==> src/sv/assert_macros.svh <==
`ifndef ASSERT_MACROS_SVH
`define ASSERT_MACROS_SVH

// Checks a property on every rising edge while reset is released.
`define MMAE_ASSERT(lbl, clk, rst_n, prop, msg) \
    lbl: assert property (@(posedge clk) disable iff (!(rst_n)) prop) else $error(msg);

// Checks a property on every rising edge, reset included.
`define MMAE_ASSERT_NR(lbl, clk, prop, msg) \
    lbl: assert property (@(posedge clk) prop) else $error(msg);

`endif

==> src/sv/mmae_ram.sv <==
module mmae_ram #(
    parameter int WIDTH = 32,
    parameter int DEPTH = 64
) (
    input  logic                                    i_clk,
    input  logic                                    i_we,
    input  logic [((DEPTH > 1) ? $clog2(DEPTH) : 1)-1:0] i_waddr,
    input  logic [WIDTH-1:0]                        i_wdata,
    input  logic [((DEPTH > 1) ? $clog2(DEPTH) : 1)-1:0] i_raddr,
    output logic [WIDTH-1:0]                        o_rdata
);

    logic [WIDTH-1:0] r_mem [DEPTH];
    logic [WIDTH-1:0] r_rdata;

    always_ff @(posedge i_clk) begin
        if (i_we) begin
            r_mem[i_waddr] <= i_wdata;
        end
        r_rdata <= r_mem[i_raddr];
    end

    assign o_rdata = r_rdata;

endmodule

==> config.mk <==
export PLATFORM = sky130hd
export DESIGN_NAME = mmae_ram
export DESIGN_NICKNAME = d
export VERILOG_FILES = /design/src/sv/assert_macros.svh /design/src/sv/mmae_ram.sv
export SDC_FILE = /design/constraint.sdc
export NUM_CORES = 2
export LEC_CHECK = 0
export ABC_CLOCK_PERIOD_IN_PS = 5260
export BUFFER_PORTS_ARGS = -buffer_cell sky130_fd_sc_hd__buf_2
export CORE_ASPECT_RATIO = 0.75
export CORE_UTILIZATION = 35
export CTS_BUF_LIST = sky130_fd_sc_hd__clkbuf_16
export CTS_CLUSTER_DIAMETER = 200
export DETAILED_ROUTE_END_ITERATION = 8
export PLACE_DENSITY = 0.58
export RECOVER_POWER = 100
export SYNTH_ARGS = -nofsm -noshare
export SYNTH_HDL_FRONTEND = slang
export SYNTH_SLANG_ARGS = --single-unit
==> constraint.sdc <==
create_clock -name i_clk -period 5.26 [get_ports i_clk]
set_clock_uncertainty 0.15 [all_clocks]
set_input_delay 1.052 -clock i_clk [delete_from_list [all_inputs] [get_ports i_clk]]
set_output_delay 1.052 -clock i_clk [all_outputs]
set_load 0.05 [all_outputs]
==> flow_metrics.py <==
metrics = {
    "setup_path": {
        "end_kind": "register",
        "crit_type": "primary input to register",
        "worstReg2RegStart": "r_mem[11][14]",
        "crit_fanout": 32,
        "crit_chain": "clkbuf_1, or3b_1, nor2_4, clkbuf_1",
        "cpPeakStageDelay_ps": 2000,
        "rr_worst_depth": 5,
        "startpoint_type": "primary input",
        "cp.arrival_ps": 4530,
        "critPathLaunch": "i_waddr[5]",
        "cp_common_cell": "clkbuf_1",
        "required_ps": 5460,
        "critPathSlowestCell": "clkbuf_1",
    },
    "clock_tree": {
        "cts_tree": "built",
        "post-cts-setup-buffers": 0,
        "clock_sinks": 2080,
        "cts_buffers": 193,
        "cts_hold_buf": 0,
        "root_buffer": "clkbuf_16",
        "post_cts_resized": 0,
        "clock_latency_ps": 840,
        "path_clk_slew_ps": 60,
        "cts_max_level": 4,
        "cts_buffer_depth": 4,
    },
    "timing": {
        "maxSlewViolCount": 3464,
        "tns_ps": 0,
        "grt_setup_unrepaired": "false",
        "min_period_ps": 4330,
        "slew-limit-headroom_pct": -125,
        "tightest_slew_ps": 3370,
        "setup_viol": 0,
        "timing.final.crit_share_pct": 82.3,
        "layout_setup_ws_ps": 929,
        "fmax_mhz": 231,
        "hold_viol_final": 0,
    },
    "final_layout": {
        "syn_to_final_growth_pct": 14.0,
        "fin_nets": 3661,
        "drive_above_1_share_pct": 26.7,
        "post-route-util_pct": 40.1,
    },
    "die": {
        "core_area_sq_um": 223000,
        "row_count": 150,
        "dieArea_sq_um": 226000,
        "io-pin-count": 78,
        "die_w_microns": 549,
        "die_h_microns": 412,
        "initial_core_util_pct": 35.2,
    },
    "yosys": {
        "netlist_top_cells_area": "edfxtp_1, mux4_2, mux2i_1",
        "syn-num-nets": 3370,
        "synthTopCellsByCount": "edfxtp_1, mux4_2, nor2_1",
        "synth_top_area_share_pct": 78.3,
        "synth_edf_count": 2048,
        "netlist_area_sq_um": 78500,
        "synth.avg_cell_area_sq_um": 23.6,
        "synth_top_cell_by_area": "edfxtp_1",
        "yosys.cell_types.count": 34,
        "yosysMostFrequentCell": "edfxtp_1",
        "syn_inst": 3324,
        "seq_area_frac_synth_pct": 79.1,
        "yosysWarnings": 0,
        "yosys_register_bits": 2080,
        "ys_async_sr_fraction_pct": 0,
        "synth_flop_cell": "edfxtp_1",
    },
    "global_route": {
        "globalRouteTotalUtil_pct": 17.7,
        "antenna_found_initial": 14,
        "grt-ovfl-total": 0,
        "grt_pass1_wl_microns": 284000,
        "grt_pass1_vias": 36845,
        "grt_max_degree": 74,
    },
    "power_and_ir_drop": {
        "p_per_area_nw_per_um2": 378,
        "vdd_drop_max_v": 0.000295,
        "p_leak_uw": 0.0274,
        "p_sw_uw": 7270,
        "pwr-share-comb_pct": 5.4,
        "p_int_uw": 26600,
        "p_clk_share_pct": 40.0,
        "swShare_pct": 21.5,
        "seqPwrFrac_pct": 54.6,
    },
    "route": {
        "drtIter0Drc": 4906,
        "finalWirelength_microns": 201000,
        "wl_met3_microns": 16100,
        "wl_met2_microns": 91300,
        "vias_per_cell": 5.46,
        "wl_met1_microns": 90600,
        "vias": 36737,
        "first_pass_iters": 8,
        "highest_layer": "met5",
        "remaining_drc_errors": 0,
        "ant_nets": 0,
        "wire_per_inst_microns": 29.8,
    },
    "placement": {
        "gp_congestion": 0.764,
        "hpwlAfterDp_microns": 115000,
        "numPortBuffers": 77,
        "place_worst_setup_slack_ps": 928,
    },
    "run_status": {
        "status": "complete, but fails checks",
        "violations": "max-capacitance violations, max-slew violations",
    },
    "flow_run": {
        "maxCapViolations": 79,
    },
    "hold_path": {
        "min-delay-start": "r_mem[29][17]",
        "whs_path_depth": 4,
        "hold_path.class": "register to register",
    },
}
[state kept, by name, summed over array words and instances (netlist names)]
signal   count
o_rdata     32
r_mem     2048
[through the flow]
step	cells	total power, uW	instance area [sq um]	hold slack [ps]
6_report	6732	33800	89500	593
5_1_grt	6728	34800	89500	651
4_1_cts	6727	34100	90100	504
3_5_place_dp	6384	20700	84100	578
3_3_place_gp	6384	20700	84100	573
2_1_floorplan	3324	19800	78500	513
[cell type report]
type	instances	area, sq um
Fill cell	19503	133000
Timing Repair Buffer	278	1850
Multi-Input combinational cell	1062	15800
Sequential cell	2080	62100
Tap cell	2964	3710
Clock buffer	197	4930
Clock inverter	146	1060
Antenna cell	5	12.5
[worst paths after layout]
kind	to	slack [ps]
worst min register to register	o_rdata[17]	590
worst min-delay path	o_rdata[17]	590
worst max-delay path	r_mem[34][18]	930
worst max register to register	o_rdata[14]	2820
[critical path, delay by kind of cell]
kind                   cells  cell delay, ps
buffers and inverters      2            2500
and+or+nand+nor            2             930
[power groups by stage]
stage	Sequential [uW]	Clock (uW)	Combinational, uW
3_5_place_dp	18800	0	1880
3_3_place_gp	18800	0	1860
6_report	18500	13500	1840
5_1_grt	18500	14400	1940
4_1_cts	18400	13800	1880
2_1_floorplan	18900	0	892
[kinds of logic (layout without fill, tap and decap cells)]
kind of cell / Yosys count / in the layout / synth area share (%)
AOI/OAI and AO/OA: 202 / 202 / 1.67
DFF: 2080 / 2080 / 79.1
buffers and inverters: 182 / 621 / 1.13
muxes: 637 / 637 / 16.8
and+or+nand+nor: 223 / 223 / 1.27
other: 0 / 5 / 0
[placed cells by master, fill, tap and decap left out, types with 6 or more instances in the layout]
| cell | instances |
|---|---|
| mux2i_1 | 93 |
| buf_4 | 94 |
| buf_2 | 29 |
| clkbuf_2 | 9 |
| nand2_1 | 26 |
| a21oi_1 | 62 |
| inv_1 | 34 |
| nor2_1 | 98 |
| nor2b_1 | 15 |
| bufinv_16 | 16 |
| buf_12 | 23 |
| nor2_4 | 39 |
| clkbuf_16 | 197 |
| clkinv_1 | 53 |
| mux4_2 | 544 |
| clkinv_2 | 31 |
| nor3_1 | 6 |
| a22oi_1 | 12 |
| nand2b_1 | 7 |
| dfxtp_1 | 32 |
| o22ai_1 | 84 |
| a311oi_1 | 7 |
| clkbuf_1 | 119 |
| edfxtp_1 | 2048 |
| o221ai_1 | 27 |
[routing by layer]
layer / vias to the layer above / GRT usage, %
li1: 14859 / -
met1: 20218 / 26.9
met2: 1463 / 26.9
met3: 195 / 3.30
met4: 2 / 2.61
met5: - / 0
No activity file was read; power rests on OpenSTA's default activity.
